[src/cub_pkg.sv]
package cub_pkg;

    // map geometry
    localparam int MAP_CLUSTERS = 262144;
    localparam int WORD_BITS    = 64;
    localparam int MAP_WORDS    = (MAP_CLUSTERS + WORD_BITS - 1) / WORD_BITS;
    localparam int ADDR_W       = (MAP_WORDS > 1) ? $clog2(MAP_WORDS) : 1;
    localparam int BIT_W        = $clog2(WORD_BITS);
    localparam int CL_W         = $clog2(MAP_CLUSTERS + 1);

    // byte and cluster arithmetic widths
    localparam int OFF_W  = 33;
    localparam int SIZE_W = 34;
    localparam int SUM_W  = 34;
    localparam int BYTE_W = 36;
    localparam int CLX_W  = 22;

    localparam int CLUSTER_SHIFT = 15;
    localparam logic [BYTE_W-1:0] CLUSTER_BYTES = BYTE_W'(32'h8000);
    localparam logic [BYTE_W-1:0] CLUSTER_ROUND = BYTE_W'(32'h7fff);

    // hashed data area is 0x7c00 = 31 << 10 bytes; divide by 31 via reciprocal
    localparam int DIV_SHIFT   = 10;
    localparam int RECIP_W     = 25;
    localparam int RECIP_SHIFT = 29;
    localparam logic [RECIP_W-1:0] RECIP = 25'd17318417;
    localparam int QUO_W       = 20;

    // command queue between front and back
    localparam int QUEUE_DEPTH = 4;
    localparam int QPTR_W      = $clog2(QUEUE_DEPTH);
    localparam int QCNT_W      = $clog2(QUEUE_DEPTH + 1);

    // configuration register indexes
    localparam int CFG_IDX_W = 2;
    localparam logic [CFG_IDX_W-1:0] REG_DISC_SIZE    = 2'd0;
    localparam logic [CFG_IDX_W-1:0] REG_HASHED_MODE  = 2'd1;
    localparam logic [CFG_IDX_W-1:0] REG_SCRUB_ENABLE = 2'd2;

    // operation codes
    localparam logic OP_MARK  = 1'b0;
    localparam logic OP_QUERY = 1'b1;

    typedef struct packed {
        logic            is_query;
        logic            hit;
        logic [CL_W-1:0] lo;
        logic [CL_W-1:0] hi;
    } cub_cmd_t;

    typedef struct packed {
        logic we;
        logic is_free;
        logic was_query;
    } cub_res_t;

endpackage

[src/cub_fifo.sv]
module cub_fifo import cub_pkg::*;
    (
    input  logic     clk,
    input  logic     rst_n,
    input  logic     push,
    input  cub_cmd_t din,
    output logic     full,
    input  logic     pop,
    output cub_cmd_t dout,
    output logic     empty
    );

    cub_cmd_t            mem_reg [QUEUE_DEPTH];
    logic [QPTR_W-1:0]   wr_ptr_reg, wr_ptr_next;
    logic [QPTR_W-1:0]   rd_ptr_reg, rd_ptr_next;
    logic [QCNT_W-1:0]   cnt_reg, cnt_next;
    logic                do_push;
    logic                do_pop;

    assign full    = (cnt_reg == QCNT_W'(QUEUE_DEPTH));
    assign empty   = (cnt_reg == '0);
    assign dout    = mem_reg[rd_ptr_reg];
    assign do_push = push && !full;
    assign do_pop  = pop && !empty;

    // pointer and count update
    always_comb
    begin
        wr_ptr_next = wr_ptr_reg;
        rd_ptr_next = rd_ptr_reg;
        cnt_next    = cnt_reg;
        if (do_push)
        begin
            wr_ptr_next = (wr_ptr_reg == QPTR_W'(QUEUE_DEPTH - 1)) ? '0
                          : wr_ptr_reg + QPTR_W'(1);
        end
        if (do_pop)
        begin
            rd_ptr_next = (rd_ptr_reg == QPTR_W'(QUEUE_DEPTH - 1)) ? '0
                          : rd_ptr_reg + QPTR_W'(1);
        end
        if (do_push && !do_pop)
        begin
            cnt_next = cnt_reg + QCNT_W'(1);
        end
        else if (do_pop && !do_push)
        begin
            cnt_next = cnt_reg - QCNT_W'(1);
        end
    end

    always_ff @(posedge clk or negedge rst_n)
    begin
        if (!rst_n)
        begin
            wr_ptr_reg <= '0;
            rd_ptr_reg <= '0;
            cnt_reg    <= '0;
        end
        else
        begin
            wr_ptr_reg <= wr_ptr_next;
            rd_ptr_reg <= rd_ptr_next;
            cnt_reg    <= cnt_next;
        end
    end

    // storage
    always_ff @(posedge clk)
    begin
        if (do_push)
        begin
            mem_reg[wr_ptr_reg] <= din;
        end
    end

endmodule

[config.mk]
export PLATFORM = sky130hd
export DESIGN_NAME = cub_fifo
export DESIGN_NICKNAME = d
export VERILOG_FILES = /design/src/cub_pkg.sv /design/src/cub_fifo.sv
export SDC_FILE = /design/constraint.sdc
export NUM_CORES = 1
export LEC_CHECK = 0
export BUFFER_PORTS_ARGS = -buffer_cell sky130_fd_sc_hd__buf_4
export CAP_MARGIN = 20
export CORE_UTILIZATION = 55
export DETAILED_ROUTE_END_ITERATION = 10
export PLACE_DENSITY_LB_ADDON = 0.08
export RECOVER_POWER = 50
export SYNTH_ARGS = -nofsm -noshare
export SYNTH_HDL_FRONTEND = slang
export SYNTH_SLANG_ARGS = --single-unit
[constraint.sdc]
create_clock -name clk -period 2.5 [get_ports clk]
set_input_delay 0.375 -clock clk [delete_from_list [all_inputs] [get_ports clk]]
set_output_delay 0.375 -clock clk [all_outputs]
set_load 0.005 [all_outputs]
Word level (Yosys, flattened, before mapping)
Memories as Yosys holds them, arrays and structs flattened.
Index checks and enable logic that the tools add are counted.
{"block": "classes", "add_sub_neg": 4, "n_eq_ne": 3, "mux": 6, "reduce_logical": 10}
{"cell": "3-bit two-way mux", "n": 2}
{"cell": "2-bit by 1-bit adder with 2-bit output (second input constant)", "n": 2}
{"cell": "2-bit == test (second input constant)", "n": 2}
{"cell": "1-bit logical AND", "n": 4}
{"cell": "1-bit zero test", "n": 4}
{"cell": "2-bit two-way mux", "n": 2}
{"cell": "3-bit by 1-bit adder with 3-bit output (second input constant)", "n": 1}
{"cell": "3-bit == test (second input constant)", "n": 1}
{"cell": "3-bit zero test", "n": 1}
{"cell": "3-bit by 1-bit subtractor with 3-bit output (second input constant)", "n": 1}
{"cell": "1-bit two-way mux", "n": 2}
{"cell": "2-bit nonzero test", "n": 1}
{"block": "word_totals", "input_bits": 44, "memories": 1, "ram_bits": 160, "out_inout_bits": 42, "wordCells": 27, "reg_bits": 7}
{"name": "mem_reg", "depth": 4, "word_bits": 40, "rd": 1, "rd_ports_with_merged_regs": 0, "write_ports": 1, "line": "cub_fifo.sv:13", "source": "cub_cmd_t mem_reg [QUEUE_DEPTH];"}

Depth between registers and ports, before layout
Gate-level depths: netlist (run 1).
{"block": "depth", "word_depth": 7, "depth_mapped": 9, "mapped_depth_nobuf": 8}

Worst setup path after synthesis (run 1)
OpenSTA, ideal clock, no wires.
{"block": "synth_path", "path_type": "reg-to-reg", "startpoint": "register cnt_reg[2]", "endpoint": "memory mem_reg[0][0] in the netlist's numbering, enable pin", "period_less_slack_ps": 2230, "t_arrival_ps": 1829, "stages_incl_launch_ff": 5, "required_ps": 2099, "setup_slack_ps": 270, "path_buffers": 1, "setup_time_ps": 401, "cell_sequence": "dfrtp_1 > nor3b_2 > nor2b_1 > buf_2 > and2_1"}
{"block": "synth_via", "elab_chain_len": 5}
{"item": "from (decl)", "line": "cub_fifo.sv:16", "source": "logic [QCNT_W-1:0] cnt_reg, cnt_next;"}
{"item": "from (signal assigned)", "line": "cub_fifo.sv:64", "source": "cnt_reg <= cnt_next;"}
{"item": "3-bit == test", "line": "cub_fifo.sv:20", "source": "assign full = (cnt_reg == QCNT_W'(QUEUE_DEPTH));"}
{"item": "net full", "line": "cub_fifo.sv:7", "source": "output logic full,"}
{"item": "1-bit zero test", "line": "cub_fifo.sv:23", "source": "assign do_push = push && !full;"}
{"item": "1-bit logical AND", "line": "cub_fifo.sv:23"}
{"item": "net do_push", "line": "cub_fifo.sv:17", "source": "logic do_push;"}
{"item": "1-bit two-way mux", "line": "cub_fifo.sv:71", "source": "if (do_push)"}
{"item": "1-bit two-way mux (not written as such)", "line": "cub_fifo.sv:73", "source": "mem_reg[wr_ptr_reg] <= din;"}
{"item": "to (decl)", "line": "cub_fifo.sv:13"}
The timed path passes the listed nets, and every way through them passes these cells.

==> impl_metrics.json, run 1 <==
{
  "yosysTopAreaCellShare_pct": 77.36,
  "crit_fanout": 16,
  "cts_tree": "built",
  "synth_cell_types": 20,
  "syn2layout_area_growth_pct": 21.51,
  "clkTransAtPathRegs_ns": 0.06,
  "grt_overflow": 0,
  "dieArea_um2": 11720,
  "clockBufferDepth": 2,
  "cp_top_family": "flip-flops",
  "layout.nets": 405,
  "antenna_left": 0,
  "drc": 0,
  "grt_pass1_vias": 2955,
  "cts.sinks": 167,
  "ys.flop_type": "edfxtp_1",
  "total_power_mw": 9.127,
  "hold_viol": 0,
  "p_leak_nw": 2.551,
  "drive_gt1_share_pct": 35.52,
  "synth_top_cell_by_area": "edfxtp_1",
  "grt_pass1_wl_um": 15660,
  "cp-start-kind": "flip-flop",
  "setup_viol": 0,
  "crit_top_cell": "buf_4",
  "firstDrtPassIters": 4,
  "clock_latency_ns": 0.40,
  "ys_warn_count": 0,
  "start_util_pct": 56.80,
  "drt_iter0_drc": 133,
  "ys_top_cells_by_count": "edfxtp_1, mux4_2, dfrtp_1",
  "grt_max_degree": 28,
  "maxSlewViolCount": 0,
  "worstPathCellList": "buf_4 > mux4_2 > buf_4",
  "die_w_um": 108.3,
  "syn-num-nets": 298,
  "rows": 38,
  "cap_violations": 0,
  "grtUsageTotal_pct": 19.18,
  "critPathMaxStageDelay_ns": 0.62,
  "wirelength_um": 10170,
  "antennaDiodeCount": 0,
  "largest_reg_flops": 160,
  "dieHeight_um": 108.3,
  "arrival_ns": 1.97,
  "root_buffer": "clkbuf_16",
  "finalSetupTns_ns": 0,
  "cp-startpoint": "rd_ptr_reg[0]",
  "fill_cells": 696,
  "post_drt_wl_per_cell_um": 20.09,
  "crit_type": "reg -> out",
  "tightest_slew_ns": 0.5800,
  "portBuffers": 85,
  "via_per_inst": 5.478,
  "ir_worst_vdd_mv": 0.5945,
  "crit_path_end_kind": "output pin",
  "reg2reg_from": "cnt_reg[0]",
  "htree_levels": 4,
  "io_pins": 86,
  "place_congestion": 0.7138,
  "relSlewSlack_pct": 61.33,
  "rsz0062_at_grt": "false",
  "coreArea_um2": 10940,
  "fmax_mhz": 425.9,
  "synth_area_leaders": "edfxtp_1, mux4_2, dfrtp_1, ha_1, buf_2",
  "numCtsBuffers": 17,
  "syn-cell-area_um2": 6211,
  "min_period_ns": 2.348,
  "cpMaxStageDelayCell": "dfrtp_4",
  "antenna_found_initial": 0,
  "hold_path.class": "in -> reg",
  "ff2ff_setup_slack_ns": 0.34,
  "vias": 2772,
  "hold_path.startpoint": "din[1]",
  "ys_seq_area_share_pct": 80.18,
  "final.period_utilization_pct": 93.91,
  "syn_avg_cell_area_um2": 25.15,
  "async_reset_ff_share_pct": 4.192,
  "critPathRequiredTime_ns": 2.12,
  "power.density_nw_per_um2": 1209,
  "outcome": "completed",
  "synth-edff-count": 160,
  "synthMostInstantiatedCell": "edfxtp_1",
  "synthCells": 247,
  "dpl.hpwl_um": 6117,
  "ys_ff_latch": 167,
  "clock_skew_ns": 0.003836,
  "crit_buf_inv": 2
}
[final timing paths]
path / end / cells after the start
worst max register to register: cnt_reg[2] / 7
worst min register to register: cnt_reg[2] / 1
worst max-delay path: dout[17] / 3
worst min-delay path: mem_reg[3][1] / 1
max in group asynchronous: rd_ptr_reg[0] / 2
min in group asynchronous: cnt_reg[2] / 2
[repair_timing]
action / CTS / global route
resized for setup: 0 / 0
hold buffers: 1 / 0
endpoints found under the hold margin: 7 / 0
setup buffers: 0 / 0
[cells in the final DEF, fill, tap and decap left out]
master / instances
buf_12: 4
inv_1: 3
mux2_2: 2
dfrtp_1: 5
buf_4: 51
mux4_2: 40
xor2_1: 2
bufinv_16: 4
xnor2_1: 1
dfrtp_4: 1
clkbuf_16: 17
and2_2: 4
edfxtp_1: 160
mux2_1: 1
nor2b_1: 1
ha_1: 6
dfrtp_2: 1
o31ai_1: 1
clkinv_1: 3
clkinvlp_4: 2
a21o_1: 1
mux2_4: 1
fa_1: 1
nor2_1: 2
clkinv_2: 2
clkbuf_2: 1
dlygate4sd3_1: 1
nor3b_1: 1
clkbuf_1: 45
nor3_1: 2
[cell type report]
class	count	area, um2	share of cell area [%]
Timing Repair Buffer	99	635.6	8.422
Clock buffer	20	436.7	5.786
Multi-Input combinational cell	66	1147	15.20
Tap cell	140	175.2	2.321
Inverter	3	11.26	0.1492
Sequential cell	167	4985	66.05
Clock inverter	11	156.4	2.072
[power breakdown]
part	leakage [nW]	switching [mW]	internal, mW	total, mW
logic	0.722	1.06	1.46	2.52
registers	1.55	0.300	3.71	4.01
clock network	0.282	0.946	1.65	2.60
total	2.55	2.30	6.82	9.13
[metrics by stage]
stage          hold WS (ns)  instance area [um2]  util, %  setup slack [ns]  instances
2_1_floorplan       0.07941                 6211        -            0.2696        247
3_3_place_gp         0.1944                 7118    65.09            0.5141        474
3_5_place_dp         0.1933                 7118    65.09            0.4722        474
4_1_cts              0.1487                 7721    70.61           0.09458        506
5_1_grt              0.2048                 7547    69.02           0.03140        506
6_report             0.2234                 7547    69.02            0.1523        506
[routing by layer]
layer / up-vias / track usage, % / part of all wire, %
met5: - / 0 / 0
met4: 0 / 7.819 / 1.5
met3: 12 / 5.787 / 5.3
met2: 77 / 32.53 / 52
met1: 1425 / 23.06 / 41
li1: 1258 / - / -
[kinds of logic after synthesis]
logic type	share of synthesized area, %
adders and majority gates	1.531
AOI/OAI and AO/OA	0.3223
buffers and inverters	1.209
muxes	15.35
DFF	80.18
xor gates and xnor gates	0.4231
and+or+nand+nor	0.9871
No activity file was read; power rests on OpenSTA's default activity.
==> run 2, diff against run 1 <==
- PLACE_DENSITY_LB_ADDON: 0.08 -> 0.1
==> run 2 against run 1 <==
  * Die area unchanged
  * Routed wire length decreased by 0.61%
  * Sequential share of layout area grew 0.26 points
  * Worst setup slack better by 0.036 ns
  * Cell count up 0.59%
  * Register-to-register slack about the same
  * Global-route usage fell by 0.22 points
  * Critical path type unchanged
  * Critical endpoint is now dout[30]
==> impl_metrics.json, run 2 (synthesis gave the netlist of run 1 again) <==
{
  "crit_path_end_kind": "output pin",
  "coreArea_um2": 10940,
  "clockBufferDepth": 2,
  "p_seq_share_pct": 44.5,
  "grt_pass1_wl_um": 15390,
  "drt_iter0_drc": 103,
  "syn2layout_area_growth_pct": 20.97,
  "cp-start-kind": "flip-flop",
  "hold_path.class": "in -> reg",
  "min_period_ns": 2.311,
  "power.density_nw_per_um2": 1187,
  "rsz0062_at_grt": "false",
  "cts_tree": "built",
  "hold_viol": 0,
  "fin_area_um2": 7513,
  "grt_util_met3_pct": 6.450,
  "clkTransAtPathRegs_ns": 0.06,
  "power_frac_clock_pct": 26.2,
  "wirelength_um": 10100,
  "relSlewSlack_pct": 66.55,
  "antenna_found_initial": 0,
  "post_cts_buffers": 0,
  "placed_area_um2": 7143,
  "vias": 2825,
  "total_power_mw": 8.918,
  "grt_overflow": 0,
  "drc": 0,
  "dpl.hpwl_um": 6371,
  "portBuffers": 85,
  "ff2ff_setup_slack_ns": 0.35,
  "htree_levels": 4,
  "arrival_ns": 1.94,
  "numCtsBuffers": 17,
  "dieHeight_um": 108.3,
  "layout_common_cells": "edfxtp_1, buf_4, clkbuf_1",
  "finalSetupTns_ns": 0,
  "grt_pass1_vias": 2896,
  "outcome": "completed",
  "cap_violations": 0,
  "place_inst": 476,
  "drive_gt1_share_pct": 35.50,
  "clock_latency_ns": 0.41,
  "clock_skew_ns": 0.005518,
  "crit_fanout": 10,
  "tightest_slew_ns": 0.4975,
  "grtUsageTotal_pct": 18.96,
  "setup_viol": 0,
  "hold_path.startpoint": "din[12]",
  "dieArea_um2": 11720,
  "reg2reg_from": "cnt_reg[0]",
  "root_buffer": "clkbuf_16",
  "largest_reg_flops": 160,
  "critPathRequiredTime_ns": 2.12,
  "gr-usage-met1_pct": 24.37,
  "fill_cells": 712,
  "final_common_cell": "edfxtp_1",
  "swShare_pct": 26.52,
  "comb_power_share_pct": 29.3,
  "hold_path_depth": 1,
  "crit_type": "reg -> out",
  "post_drt_wl_per_cell_um": 19.85,
  "layoutNonFillerInstCount": 509,
  "antennaDiodeCount": 0,
  "io_pins": 86,
  "layout.nets": 407,
  "p_leak_nw": 2.531,
  "fmax_mhz": 432.7,
  "cts.sinks": 167,
  "netSwitchingPower_mw": 2.365,
  "place_congestion": 0.7026,
  "rows": 38,
  "internal_power_mw": 6.553,
  "reg2reg_depth": 7,
  "die_w_um": 108.3,
  "antenna_left": 0,
  "ir_worst_vdd_mv": 0.6716,
  "final.period_utilization_pct": 92.45,
  "grtUsageMet2_pct": 30.48,
  "grt_max_degree": 30,
  "via_per_inst": 5.550,
  "gr-max-usage-layer": "met2",
  "r2r-end": "cnt_reg[2]",
  "firstDrtPassIters": 4,
  "maxSlewViolCount": 0,
  "worstHoldEndpoint": "mem_reg[2][12]",
  "start_util_pct": 56.80
}
-- run 2: cell types whose count changed in the layout (fill, tap and decap cells not counted) --
cell	change
buf_12	+1
and2_0	+2
bufinv_16	-3
dfrtp_4	-1
dfrtp_2	+1
inv_6	+2
buf_4	+1
clkinvlp_4	+1
clkinv_1	+1
clkbuf_1	-1
clkinv_4	+1
and2_2	-2
-- run 2: layout make-up --
| type | count | area [um2] | area share (%) |
|---|---|---|---|
| multi-input cells | 66 | 1145 | 15.24 |
| repair buffers | 101 | 663.1 | 8.826 |
| clock buffers | 19 | 432.9 | 5.762 |
| flip-flops and latches | 167 | 4982 | 66.31 |
| inverters | 3 | 11.26 | 0.1499 |
| well taps | 140 | 175.2 | 2.331 |
| clock inverters | 13 | 103.9 | 1.382 |
-- run 2: layer usage --
| layer | routed length (um) | part of all wire [%] |
|---|---|---|
| met1 | 4351 | 43 |
| met2 | 5132 | 51 |
| met3 | 520 | 5.1 |
| met4 | 99 | 0.98 |
| met5 | 0 | 0 |
-- run 2: worst max-delay path by stage --
stage          depth (start not counted)          start            end  slack [ns]
2_1_floorplan                          4     cnt_reg[2]  mem_reg[0][0]        0.27
3_3_place_gp                           7     cnt_reg[0]     cnt_reg[2]        0.50
3_5_place_dp                           7     cnt_reg[0]     cnt_reg[2]        0.47
4_1_cts                                3  rd_ptr_reg[0]       dout[30]        0.14
5_1_grt                                3  rd_ptr_reg[0]       dout[30]        0.07
6_report                               3  rd_ptr_reg[0]       dout[30]        0.19
-- run 2: power groups by stage --
stage / combinational (mW) / clock [mW] / sequential [mW]
floorplan: 1.55 / 0 / 3.89
global placement: 2.69 / 0 / 4.00
detailed placement: 2.72 / 0 / 4.04
CTS: 2.73 / 2.39 / 3.98
global route: 2.84 / 2.51 / 4.01
finish: 2.61 / 2.34 / 3.96
-- run 2: worst max-delay path, cell delays in order, from the launching register on --
cell and delay [ns]:
dfrtp_2 0.58, buf_4 0.27, mux4_2 0.53, buf_4 0.15
-- run 2: metrics by stage --
stage	setup slack (ns)	hold WS [ns]	util, %
global placement	0.5029	0.1949	65.32
floorplan	0.2696	0.07941	-
CTS	0.1366	0.1480	70.32
finish	0.1887	0.2247	68.71
detailed placement	0.4717	0.1956	65.32
global route	0.07428	0.2129	68.71
-- run 2: timing repair --
item                                   4_1_cts  5_1_grt
gates resized for setup                      0        0
hold buffers                                 1        0
endpoints found under the hold margin        7        0
