### src/cub_pkg.sv
package cub_pkg;

    // map geometry
    localparam int MAP_CLUSTERS = 262144;
    localparam int WORD_BITS    = 64;
    localparam int MAP_WORDS    = (MAP_CLUSTERS + WORD_BITS - 1) / WORD_BITS;
    localparam int ADDR_W       = (MAP_WORDS > 1) ? $clog2(MAP_WORDS) : 1;
    localparam int BIT_W        = $clog2(WORD_BITS);
    localparam int CL_W         = $clog2(MAP_CLUSTERS + 1);

    // byte and cluster arithmetic widths
    localparam int OFF_W  = 33;
    localparam int SIZE_W = 34;
    localparam int SUM_W  = 34;
    localparam int BYTE_W = 36;
    localparam int CLX_W  = 22;

    localparam int CLUSTER_SHIFT = 15;
    localparam logic [BYTE_W-1:0] CLUSTER_BYTES = BYTE_W'(32'h8000);
    localparam logic [BYTE_W-1:0] CLUSTER_ROUND = BYTE_W'(32'h7fff);

    // hashed data area is 0x7c00 = 31 << 10 bytes; divide by 31 via reciprocal
    localparam int DIV_SHIFT   = 10;
    localparam int RECIP_W     = 25;
    localparam int RECIP_SHIFT = 29;
    localparam logic [RECIP_W-1:0] RECIP = 25'd17318417;
    localparam int QUO_W       = 20;

    // command queue between front and back
    localparam int QUEUE_DEPTH = 4;
    localparam int QPTR_W      = $clog2(QUEUE_DEPTH);
    localparam int QCNT_W      = $clog2(QUEUE_DEPTH + 1);

    // configuration register indexes
    localparam int CFG_IDX_W = 2;
    localparam logic [CFG_IDX_W-1:0] REG_DISC_SIZE    = 2'd0;
    localparam logic [CFG_IDX_W-1:0] REG_HASHED_MODE  = 2'd1;
    localparam logic [CFG_IDX_W-1:0] REG_SCRUB_ENABLE = 2'd2;

    // operation codes
    localparam logic OP_MARK  = 1'b0;
    localparam logic OP_QUERY = 1'b1;

    typedef struct packed {
        logic            is_query;
        logic            hit;
        logic [CL_W-1:0] lo;
        logic [CL_W-1:0] hi;
    } cub_cmd_t;

    typedef struct packed {
        logic we;
        logic is_free;
        logic was_query;
    } cub_res_t;

endpackage

### src/cub_front.sv
module cub_front import cub_pkg::*;
    (
    input  logic              clk,
    input  logic              rst_n,
    input  logic              accept,
    input  logic              op,
    input  logic [OFF_W-1:0]  partition_base,
    input  logic [OFF_W-1:0]  offset,
    input  logic [OFF_W-1:0]  length,
    input  logic              hashed_mode,
    input  logic [CL_W-1:0]   lim,
    output logic              busy,
    output logic              q_push,
    input  logic              q_full,
    output cub_cmd_t          cmd
    );

    localparam logic [2:0] F_IDLE = 3'd0;
    localparam logic [2:0] F_SUM  = 3'd1;
    localparam logic [2:0] F_MUL  = 3'd2;
    localparam logic [2:0] F_BYTE = 3'd3;
    localparam logic [2:0] F_CLU  = 3'd4;
    localparam logic [2:0] F_PUSH = 3'd5;

    localparam int P0_W = OFF_W - DIV_SHIFT + RECIP_W;
    localparam int P1_W = SUM_W - DIV_SHIFT + RECIP_W;

    logic [2:0]        state_reg, state_next;
    logic              op_reg;
    logic [OFF_W-1:0]  base_reg;
    logic [OFF_W-1:0]  off_reg;
    logic [OFF_W-1:0]  len_reg;
    logic              len_nz_reg;
    logic [SUM_W-1:0]  end_raw_reg;
    logic [SUM_W-1:0]  last_reg;
    logic [QUO_W-1:0]  q0_reg;
    logic [QUO_W-1:0]  q1_reg;
    logic [BYTE_W-1:0] start_reg;
    logic [BYTE_W-1:0] end_reg;
    cub_cmd_t          cmd_reg;

    logic [P0_W-1:0]   p0;
    logic [P1_W-1:0]   p1;
    logic [BYTE_W-1:0] tc0;
    logic [BYTE_W-1:0] tc1;
    logic [BYTE_W-1:0] start_h;
    logic [BYTE_W-1:0] end_h;
    logic [BYTE_W-1:0] start_c;
    logic [BYTE_W-1:0] end_c;
    logic [BYTE_W:0]   hi_sum;
    logic [CLX_W-1:0]  lo_x;
    logic [CLX_W-1:0]  hi_x;
    logic [CLX_W-1:0]  lim_x;
    logic [CLX_W-1:0]  hi_c;
    logic [CLX_W-1:0]  lo_c;
    logic [CLX_W-1:0]  qc;
    cub_cmd_t          cmd_c;

    assign busy   = (state_reg != F_IDLE);
    assign q_push = (state_reg == F_PUSH) && !q_full;
    assign cmd    = cmd_reg;

    // divide by 31 through reciprocal, one product per offset
    assign p0 = P0_W'(off_reg[OFF_W-1:DIV_SHIFT]) * P0_W'(RECIP);
    assign p1 = P1_W'(last_reg[SUM_W-1:DIV_SHIFT]) * P1_W'(RECIP);

    // translate offsets to cluster aligned byte positions
    always_comb
    begin
        if (hashed_mode)
        begin
            tc0 = BYTE_W'(q0_reg) << CLUSTER_SHIFT;
            tc1 = BYTE_W'(q1_reg) << CLUSTER_SHIFT;
        end
        else
        begin
            tc0 = BYTE_W'(off_reg) & ~CLUSTER_ROUND;
            tc1 = BYTE_W'(last_reg) & ~CLUSTER_ROUND;
        end
        start_h = tc0 + BYTE_W'(base_reg);
        end_h   = tc1 + CLUSTER_BYTES + BYTE_W'(base_reg);
        if (base_reg == '0)
        begin
            start_c = BYTE_W'(off_reg);
            end_c   = BYTE_W'(end_raw_reg);
        end
        else
        begin
            start_c = start_h;
            end_c   = len_nz_reg ? end_h : start_h;
        end
    end

    // byte range to clamped cluster range
    always_comb
    begin
        hi_sum = {1'b0, end_reg} + {1'b0, CLUSTER_ROUND};
        lo_x   = CLX_W'(start_reg >> CLUSTER_SHIFT);
        hi_x   = CLX_W'(hi_sum >> CLUSTER_SHIFT);
        lim_x  = CLX_W'(lim);
        hi_c   = (hi_x < lim_x) ? hi_x : lim_x;
        lo_c   = (lo_x < hi_c) ? lo_x : hi_c;
        qc     = CLX_W'(off_reg >> CLUSTER_SHIFT);
        cmd_c.is_query = (op_reg == OP_QUERY);
        cmd_c.hit      = (qc < lim_x);
        cmd_c.lo       = (op_reg == OP_QUERY) ? CL_W'(qc) : CL_W'(lo_c);
        cmd_c.hi       = CL_W'(hi_c);
    end

    // sequencer
    always_comb
    begin
        state_next = state_reg;
        unique case (state_reg)
            F_IDLE:
            begin
                if (accept)
                begin
                    state_next = F_SUM;
                end
            end
            F_SUM:   state_next = F_MUL;
            F_MUL:   state_next = F_BYTE;
            F_BYTE:  state_next = F_CLU;
            F_CLU:   state_next = F_PUSH;
            F_PUSH:
            begin
                if (!q_full)
                begin
                    state_next = F_IDLE;
                end
            end
            default: state_next = F_IDLE;
        endcase
    end

    always_ff @(posedge clk or negedge rst_n)
    begin
        if (!rst_n)
        begin
            state_reg <= F_IDLE;
        end
        else
        begin
            state_reg <= state_next;
        end
    end

    // payload registers per step
    always_ff @(posedge clk)
    begin
        if (state_reg == F_IDLE && accept)
        begin
            op_reg   <= op;
            base_reg <= partition_base;
            off_reg  <= offset;
            len_reg  <= length;
        end
        if (state_reg == F_SUM)
        begin
            len_nz_reg  <= (len_reg != '0);
            end_raw_reg <= SUM_W'(off_reg) + SUM_W'(len_reg);
            last_reg    <= SUM_W'(off_reg) + SUM_W'(len_reg) - SUM_W'(1);
        end
        if (state_reg == F_MUL)
        begin
            q0_reg <= QUO_W'(p0 >> RECIP_SHIFT);
            q1_reg <= QUO_W'(p1 >> RECIP_SHIFT);
        end
        if (state_reg == F_BYTE)
        begin
            start_reg <= start_c;
            end_reg   <= end_c;
        end
        if (state_reg == F_CLU)
        begin
            cmd_reg <= cmd_c;
        end
    end

endmodule

### config.mk
export PLATFORM = sky130hd
export DESIGN_NAME = cub_front
export DESIGN_NICKNAME = d
export VERILOG_FILES = /design/src/cub_pkg.sv /design/src/cub_front.sv
export SDC_FILE = /design/constraint.sdc
export NUM_CORES = 1
export LEC_CHECK = 0
export BUFFER_PORTS_ARGS = -buffer_cell sky130_fd_sc_hd__buf_2
export CORE_MARGIN = 3
export CORE_UTILIZATION = 50
export DETAILED_ROUTE_END_ITERATION = 8
export PLACE_DENSITY = 0.68
export SYNTH_ARGS = -nofsm -noshare
export SYNTH_HDL_FRONTEND = slang
export SYNTH_SLANG_ARGS = --single-unit
### constraint.sdc
create_clock -name clk -period 14.8 [get_ports clk]
set_input_delay 2.96 -clock clk [delete_from_list [all_inputs] [get_ports clk]]
set_output_delay 2.96 -clock clk [all_outputs]
set_load 0.03 [all_outputs]
Yosys cells after proc, flatten, opt, wreduce, memory -nomap -nowiden
Index checks and enable logic that the tools add are counted.
{"block": "word_totals", "word_cells": 56, "regBits": 322, "output_inout_bits": 42, "input_bits": 124}
{"block": "op_classes", "n_lt_le_gt_ge": 3, "n_reduce_logical": 8, "n_mul": 2, "n_eq_ne": 7, "add_sub_neg": 6, "n_mux": 11}
{"cell": "2-to-1 mux 34 bit", "n": 2}
{"cell": "multiplier 24 x 25 -> 49 bit, second input constant", "n": 1}
{"cell": "multiplier 23 x 25 -> 48 bit, second input constant", "n": 1}
{"cell": "adder 36 x 15 -> 37 bit, second input constant", "n": 1}
{"cell": "adder 35 x 16 -> 36 bit, second input constant", "n": 1}
{"cell": "adder 36 x 33 -> 36 bit", "n": 1}
{"cell": "2-to-1 mux 36 bit", "n": 1}
{"cell": "adder 34 x 33 -> 35 bit", "n": 1}
{"cell": "2-to-1 mux 35 bit", "n": 1}
{"cell": "adder 33 x 33 -> 34 bit", "n": 1}
{"cell": "subtractor 34 x 1 -> 34 bit, second input constant", "n": 1}
{"cell": "logical NOT 33 bit", "n": 1}
{"cell": "2-to-1 mux 33 bit", "n": 1}
{"cell": "nonzero test 33 bit", "n": 1}
{"cell": "< comparator 20 x 22 -> 1 bit", "n": 1}
{"cell": "< comparator 22 x 19 -> 1 bit", "n": 1}
{"cell": "2-to-1 mux 22 bit", "n": 1}
{"cell": "< comparator 18 x 19 -> 1 bit", "n": 1}
{"cell": "2-to-1 mux 19 bit", "n": 1}
{"cell": "2-to-1 mux 18 bit", "n": 1}
{"cell": "one-hot mux 3 bit (6 select lines)", "n": 1}
{"cell": "== test 3 x 2 -> 1 bit, second input constant", "n": 2}
{"cell": "== test 3 bit, second input constant", "n": 2}
{"cell": "2-to-1 mux 3 bit", "n": 2}
{"cell": "other kinds (7)", "n": 9}

Depth between registers and ports, before layout
Gate-level depths: netlist of run 1.
{"block": "logic_depth", "word_depth": 6, "depth_mapped": 36, "mapped_depth_nobuf": 29}

Worst setup path after synthesis of run 1
No wires, ideal clock.
{"block": "synth_timing", "kind": "input to register", "startpoint": "input accept", "endpoint": "register base_reg[0] (enable)", "stages": 2, "setup_ps": 560, "path_buffers": 0, "arrival_ps": 7126, "t_required_ps": 14240, "slack_ps": 7113, "path_cell_list": "inv_1 > nor2_1"}
{"block": "synth_via", "elab_chain_cells": 1}
{"item": "from (decl)", "line": "cub_front.sv:5", "source": "input logic accept,"}
{"item": "logical AND 1 bit", "line": "cub_front.sv:152", "source": "if (state_reg == F_IDLE && accept)"}
{"item": "to (signal assigned)", "line": "cub_front.sv:155", "source": "base_reg <= partition_base;"}
{"item": "to (decl)", "line": "cub_front.sv:30", "source": "logic [OFF_W-1:0] base_reg;"}
Every way passes these cells.
A chain may end at the register's enable or synchronous reset.

==> flow_metrics.env, run 1 <==
export IMPL_status="complete, no violations"
export IMPL_dieArea_um2=52400
export IMPL_yosysTopAreaCell="edfxtp_1"
export IMPL_ctsResizeCount=0
export IMPL_cts_made_buffers=37
export IMPL_post_cts_buffers=0
export IMPL_clock_fmax_ghz=0.128
export IMPL_finalMaxSlewViolations=0
export IMPL_rsz0062_at_grt="false"
export IMPL_area_growth_syn_to_layout_pct=11.8
export IMPL_setup_viol=0
export IMPL_synth_area_per_cell_um2=11.0
export IMPL_synth_compound_area_share_pct=11.3
export IMPL_yosys_area_share_simple_pct=9.97
export IMPL_ys_types=84
export IMPL_synth_nets=2938
export IMPL_fin_crit_ps=7820
export IMPL_wirelength_um=66100
export IMPL_final_area_um2=27800
export IMPL_synth_mux_area_share_pct=3.33
export IMPL_setup_worst_path_end_class="flip-flop"
export IMPL_grt_max_degree=67
export IMPL_vias_per_cell=5.74
export IMPL_cts_root_buffer="clkbuf_16"
export IMPL_start_kind="input port"
export IMPL_synthesis_area_um2=24900
export IMPL_synth_top_family_by_area="adder cells"
export IMPL_worstSetupPathType="input port to flip-flop"
export IMPL_arrival_ps=8080
export IMPL_overflow=0
export IMPL_placed_area_um2=26600
export IMPL_maxCapViolations=0
export IMPL_nets=3127
export IMPL_fp_dieW_um=229
export IMPL_ioPinCount=166
export IMPL_cts_tree="done"
export IMPL_slew_headroom_pct=18.9
export IMPL_routed_via_count=18000
export IMPL_hold_class="flip-flop to flip-flop"
export IMPL_synth_xor_area_share_pct=3.91
export IMPL_synth_warning_count=0
export IMPL_clock_path_buffers=3
export IMPL_firstDrtPassIters=5
export IMPL_coreArea_um2=49100
export IMPL_final_common_cell="ha_1"
export IMPL_cts_sinks=297
export IMPL_final_antenna_net_count=0
export IMPL_antenna_found_initial=2
export IMPL_netlist_top_cells_area="edfxtp_1 36%, ha_1 23%, fa_1 8.1%, inv_1 3.9%, a21oi_1 2.3%"
export IMPL_cts_hold_buffers=0
export IMPL_ys_seq_area_share_pct=35.8
export IMPL_tns_ps=0
export IMPL_synth_edf_count=294
export IMPL_drive_gt1_share_pct=13.1
export IMPL_synthArstFlopShare_pct=1.01
export IMPL_worstPathRequired_ps=15070
export IMPL_worst_pin_slew_ps=1220
export IMPL_yosys_area_share_adder_pct=31.1
export IMPL_hold_violations=0
export IMPL_antenna_cells=0
export IMPL_clk_pin_slew_ps=70
export IMPL_synth_seq_cells=297
export IMPL_final_cell_mix="459 x ha_1, 294 x edfxtp_1, 261 x inv_1"
export IMPL_drc=0
export IMPL_grt_pass1_vias=18400
export IMPL_largest_reg_flops=40
export IMPL_start_util_pct=50.7
export IMPL_place_congestion=0.947
export IMPL_insertion_delay_ps=570
export IMPL_track_usage_pct=25.5
export IMPL_finalCritPeriodShare_pct=52.8
export IMPL_synth_top_area_share_pct=35.5
export IMPL_row_count=81
export IMPL_dr_first_iter_drc_count=1195
export IMPL_fin_skew_ps=28.1
export IMPL_grt_pass1_wl_um=104000
export IMPL_htreeDepth=2
export IMPL_port_buffers=165
export IMPL_syn_inst=2255
export IMPL_dp_hpwl_um=53300
export IMPL_die_y_um=229
export IMPL_ys_flop_type="edfxtp_1"
export IMPL_worst_path_max_fanout=25
export IMPL_avgRoutedWirePerCell_um=21.1
[cell usage after synthesis (all sizes together) (7+ instances only)]
cell     number
a211oi       10
mux2i        32
fa          100
buf           8
xor2         48
o21a         23
or2           7
nand4        22
edfxtp      294
inv         261
and3         13
xnor2        63
nand2b       21
o211ai       15
or3          12
and2         14
ha          459
mux2         45
a2111oi      10
o21ai        94
o21bai        7
nand3        36
a21oi       116
a211o         8
nand2       133
o31ai         8
nor4         25
nor2        116
nor3         46
clkbuf       28
nor2b        15
a31oi        10
a21o         74
[kinds of logic after synthesis]
group | count (synthesis)
other | 1
multiplexers | 77
AND/OR/NAND/NOR | 486
buffers and inverters | 298
XOR/XNOR | 111
AO/OA/AOI/OAI | 426
flip-flops | 297
adder cells (fa/ha/maj) | 559
[path summary, 6_finish.rpt]
path,startpoint,to,slack (ps),depth (start not counted)
max in group asynchronous,rst_n,state_reg[1]$_DFFE_PN0P_,12520,1
worst min-delay path,base_reg[10]$_DFFE_PP_,end_reg[10]$_DFFE_PN_,510,1
worst max register to register,end_reg[13]$_DFFE_PN_,cmd[19]$_DFFE_PN_,7340,30
min in group asynchronous,rst_n,state_reg[0]$_DFFE_PN0P_,2180,1
worst max-delay path,lim[13],cmd[19]$_DFFE_PN_,6980,25
worst min register to register,base_reg[10]$_DFFE_PP_,end_reg[10]$_DFFE_PN_,510,1
[critical path: stages]
cell and delay [ps]:
buf_2 80, inv_1 70, ha_1 310, nand4_1 170
nor4_1 580, nand2_1 110, o41ai_1 310, or3_1 440
buf_4 340, nor2_1 80, a21oi_1 200, inv_1 70
ha_1 290, a21o_1 160, a21o_1 170, a21o_1 160
a21o_1 160, a21o_1 160, a21oi_1 130, nor2_1 60
o22ai_1 150, and3_1 170, buf_4 340, mux2i_1 260
o21ai_0 110
[per-layer routing]
layer,GRT usage (%),share of wire (%),wire [um]
met5,0,0,0
met4,9.37,3.9,2550
met3,3.98,5.7,3780
met2,42.8,48,31700
met1,33.4,42,28100
[per-stage QoR]
step | hold WS (ps) | instances | worst slack [ps] | utilization (%)
floorplan | 424 | 2255 | 7110 | -
global placement | 506 | 3069 | 6560 | 54.1
detailed placement | 505 | 3069 | 6430 | 54.1
CTS | 513 | 3136 | 7050 | 56.7
global route | 531 | 3136 | 6490 | 56.7
finish | 513 | 3136 | 6980 | 56.7
[layout make-up]
cell class | instances | area (um2)
fillers | 4176 | 21300
multi-input cells | 1660 | 14900
flip-flops and latches | 297 | 8900
repair buffers | 186 | 983
inverters | 262 | 983
clock buffers | 40 | 937
well taps | 664 | 831
clock inverters | 27 | 303
Power of run 1 is not shown: default switching activity piles up to over one toggle a cycle in this logic, so the estimate is an artifact.
==> inputs of run 2 (changes only) <==
==> constraint.sdc (replaced) <==
create_clock -name clk -period 8.05 [get_ports clk]
set_input_delay 1.61 -clock clk [delete_from_list [all_inputs] [get_ports clk]]
set_output_delay 1.61 -clock clk [all_outputs]
set_load 0.03 [all_outputs]
==> run 2 against run 1 <==
Global-route usage down 0.18 points. Flip-flop and latch count unchanged. Sequential share of layout area down 0.069 points. Utilization up 0.12 points. Critical path depth up 4. Register-to-register slack worse by 6400 ps. Hold slack better by 8.5 ps. Clock skew down 4.8 ps. Setup slack worse by 6000 ps. Non-clock buffer count up 4. First-iteration DRC count up 5.8%. Cell count up 0.22%.
==> flow_metrics.env, run 2 (synthesized netlist as in run 1, its figures left out) <==
export IMPL_status="complete, no violations"
export IMPL_ctsResizeCount=0
export IMPL_placed_area_um2=26600
export IMPL_antenna_found_initial=0
export IMPL_final_area_um2=27900
export IMPL_clock_path_buffers=3
export IMPL_largest_reg_flops=40
export IMPL_post_cts_buffers=0
export IMPL_worstHoldStart="end_raw_reg[2]$_DFFE_PP_"
export IMPL_row_count=81
export IMPL_fin_crit_ps=7070
export IMPL_dieArea_um2=52400
export IMPL_wirelength_um=66200
export IMPL_tns_ps=0
export IMPL_cts_tree="done"
export IMPL_path_depth=29
export IMPL_cts_made_buffers=38
export IMPL_rr_endpoint="cmd[33]$_DFFE_PN_"
export IMPL_worstPathRequired_ps=8350
export IMPL_area_growth_syn_to_layout_pct=12.0
export IMPL_port_buffers=165
export IMPL_rsz0062_at_grt="false"
export IMPL_insertion_delay_ps=570
export IMPL_crit_path_max_incr_delay_ps=540
export IMPL_dr_first_iter_drc_count=1264
export IMPL_ioPinCount=166
export IMPL_clock_fmax_ghz=0.141
export IMPL_cts_sinks=297
export IMPL_hold_path_end="end_reg[2]$_DFFE_PN_"
export IMPL_clk_pin_slew_ps=60
export IMPL_cts_root_buffer="clkbuf_16"
export IMPL_dp_hpwl_um=53500
export IMPL_worst_path_max_fanout=18
export IMPL_vias_per_cell=5.69
export IMPL_maxCapViolations=0
export IMPL_hold_depth=1
export IMPL_drive_gt1_share_pct=13.6
export IMPL_cts_hold_buffers=0
export IMPL_cpMaxStageDelayCell="or3_1"
export IMPL_firstDrtPassIters=5
export IMPL_cpMostUsedCell="a21o_1"
export IMPL_nets=3132
export IMPL_track_usage_pct=25.3
export IMPL_coreArea_um2=49100
export IMPL_fp_dieW_um=229
export IMPL_die_y_um=229
export IMPL_avgRoutedWirePerCell_um=21.1
export IMPL_setup_worst_path_end_class="flip-flop"
export IMPL_grt_pass1_vias=18000
export IMPL_routed_via_count=17900
export IMPL_critPathTopFamily="simple AND/OR/NAND/NOR gates"
export IMPL_grt_max_degree=79
export IMPL_antenna_cells=0
export IMPL_start_util_pct=50.7
export IMPL_start_kind="flip-flop"
export IMPL_htreeDepth=2
export IMPL_finalCritPeriodShare_pct=87.9
export IMPL_slew_headroom_pct=23.3
export IMPL_fin_skew_ps=23.2
export IMPL_hold_violations=0
export IMPL_fin_hold_ws_ps=522
export IMPL_hold_class="flip-flop to flip-flop"
export IMPL_arrival_ps=7370
export IMPL_final_common_cell="ha_1"
export IMPL_worst_pin_slew_ps=1150
export IMPL_final_antenna_net_count=0
export IMPL_reg2reg_slack_ps=980
export IMPL_final_cell_mix="459 x ha_1, 294 x edfxtp_1, 261 x inv_1"
export IMPL_place_congestion=0.966
export IMPL_worstSetupPathType="flip-flop to flip-flop"
export IMPL_overflow=0
export IMPL_ff2ff_path_depth=29
export IMPL_r2r_start="end_reg[14]$_DFFE_PN_"
export IMPL_path_buf_inv=2
export IMPL_finalMaxSlewViolations=0
export IMPL_drc=0
export IMPL_setup_viol=0
export IMPL_grt_pass1_wl_um=103000
run 2: changes by cell type in the layout (fill, tap and decap cells not counted), sizes merged:
cell      previous run  this run
clkbuf              40        39
buf                186       190
bufinv               5         3
clkinvlp             2         1
inv                267       270
clkinv              15        19
run 2: stage by stage:
step / setup WS [ps] / util, % / cells
detailed placement: 1130 / 54.2 / 3073
global route: 372 / 56.8 / 3143
global placement: 1270 / 54.2 / 3073
CTS: 1010 / 56.8 / 3143
floorplan: 1590 / - / 2255
finish: 976 / 56.8 / 3143
run 2: final cells by class:
cell class	instances	area, um2
clock buffers	39	955
clock inverters	31	315
fillers	4145	21200
inverters	262	983
multi-input cells	1660	14900
flip-flops and latches	297	8900
well taps	664	831
repair buffers	190	1010
run 2: how the worst max path moves through the flow:
| stage | from | end | slack, ps |
|---|---|---|---|
| finish | end_reg[14]$_DFFE_PN_ | cmd[33]$_DFFE_PN_ | 980 |
| global route | end_reg[13]$_DFFE_PN_ | cmd[31]$_DFFE_PN_ | 370 |
| CTS | end_reg[14]$_DFFE_PN_ | cmd[27]$_DFFE_PN_ | 1010 |
| detailed placement | end_reg[14]$_DFFE_PN_ | cmd[27]$_DFFE_PN_ | 1130 |
| global placement | end_reg[8]$_DFFE_PN_ | cmd[33]$_DFFE_PN_ | 1270 |
| floorplan | end_reg[12]$_DFFE_PN_ | cmd[35]$_DFFE_PN_ | 1590 |
run 2: worst register-to-register path: cells and delay by family (launching register included):
| family | cells | cell delay (ps) |
|---|---|---|
| and+or+nand+nor | 12 | 3020 |
| DFF | 1 | 370 |
| muxes | 1 | 230 |
| adders and majority gates | 2 | 600 |
| buffers and inverters | 2 | 320 |
| AOI/OAI and AO/OA | 11 | 2150 |
| xor gates and xnor gates | 1 | 100 |
run 2: layer usage:
metal  vias to the layer above  track usage, %  wire [um]
li1                       8605               -          -
met1                      8665            33.2      28500
met2                       500            42.7      31700
met3                       127            3.63       3340
met4                         0            9.49       2650
met5                         -               0          0
Power of run 2 is left out for the same reason.
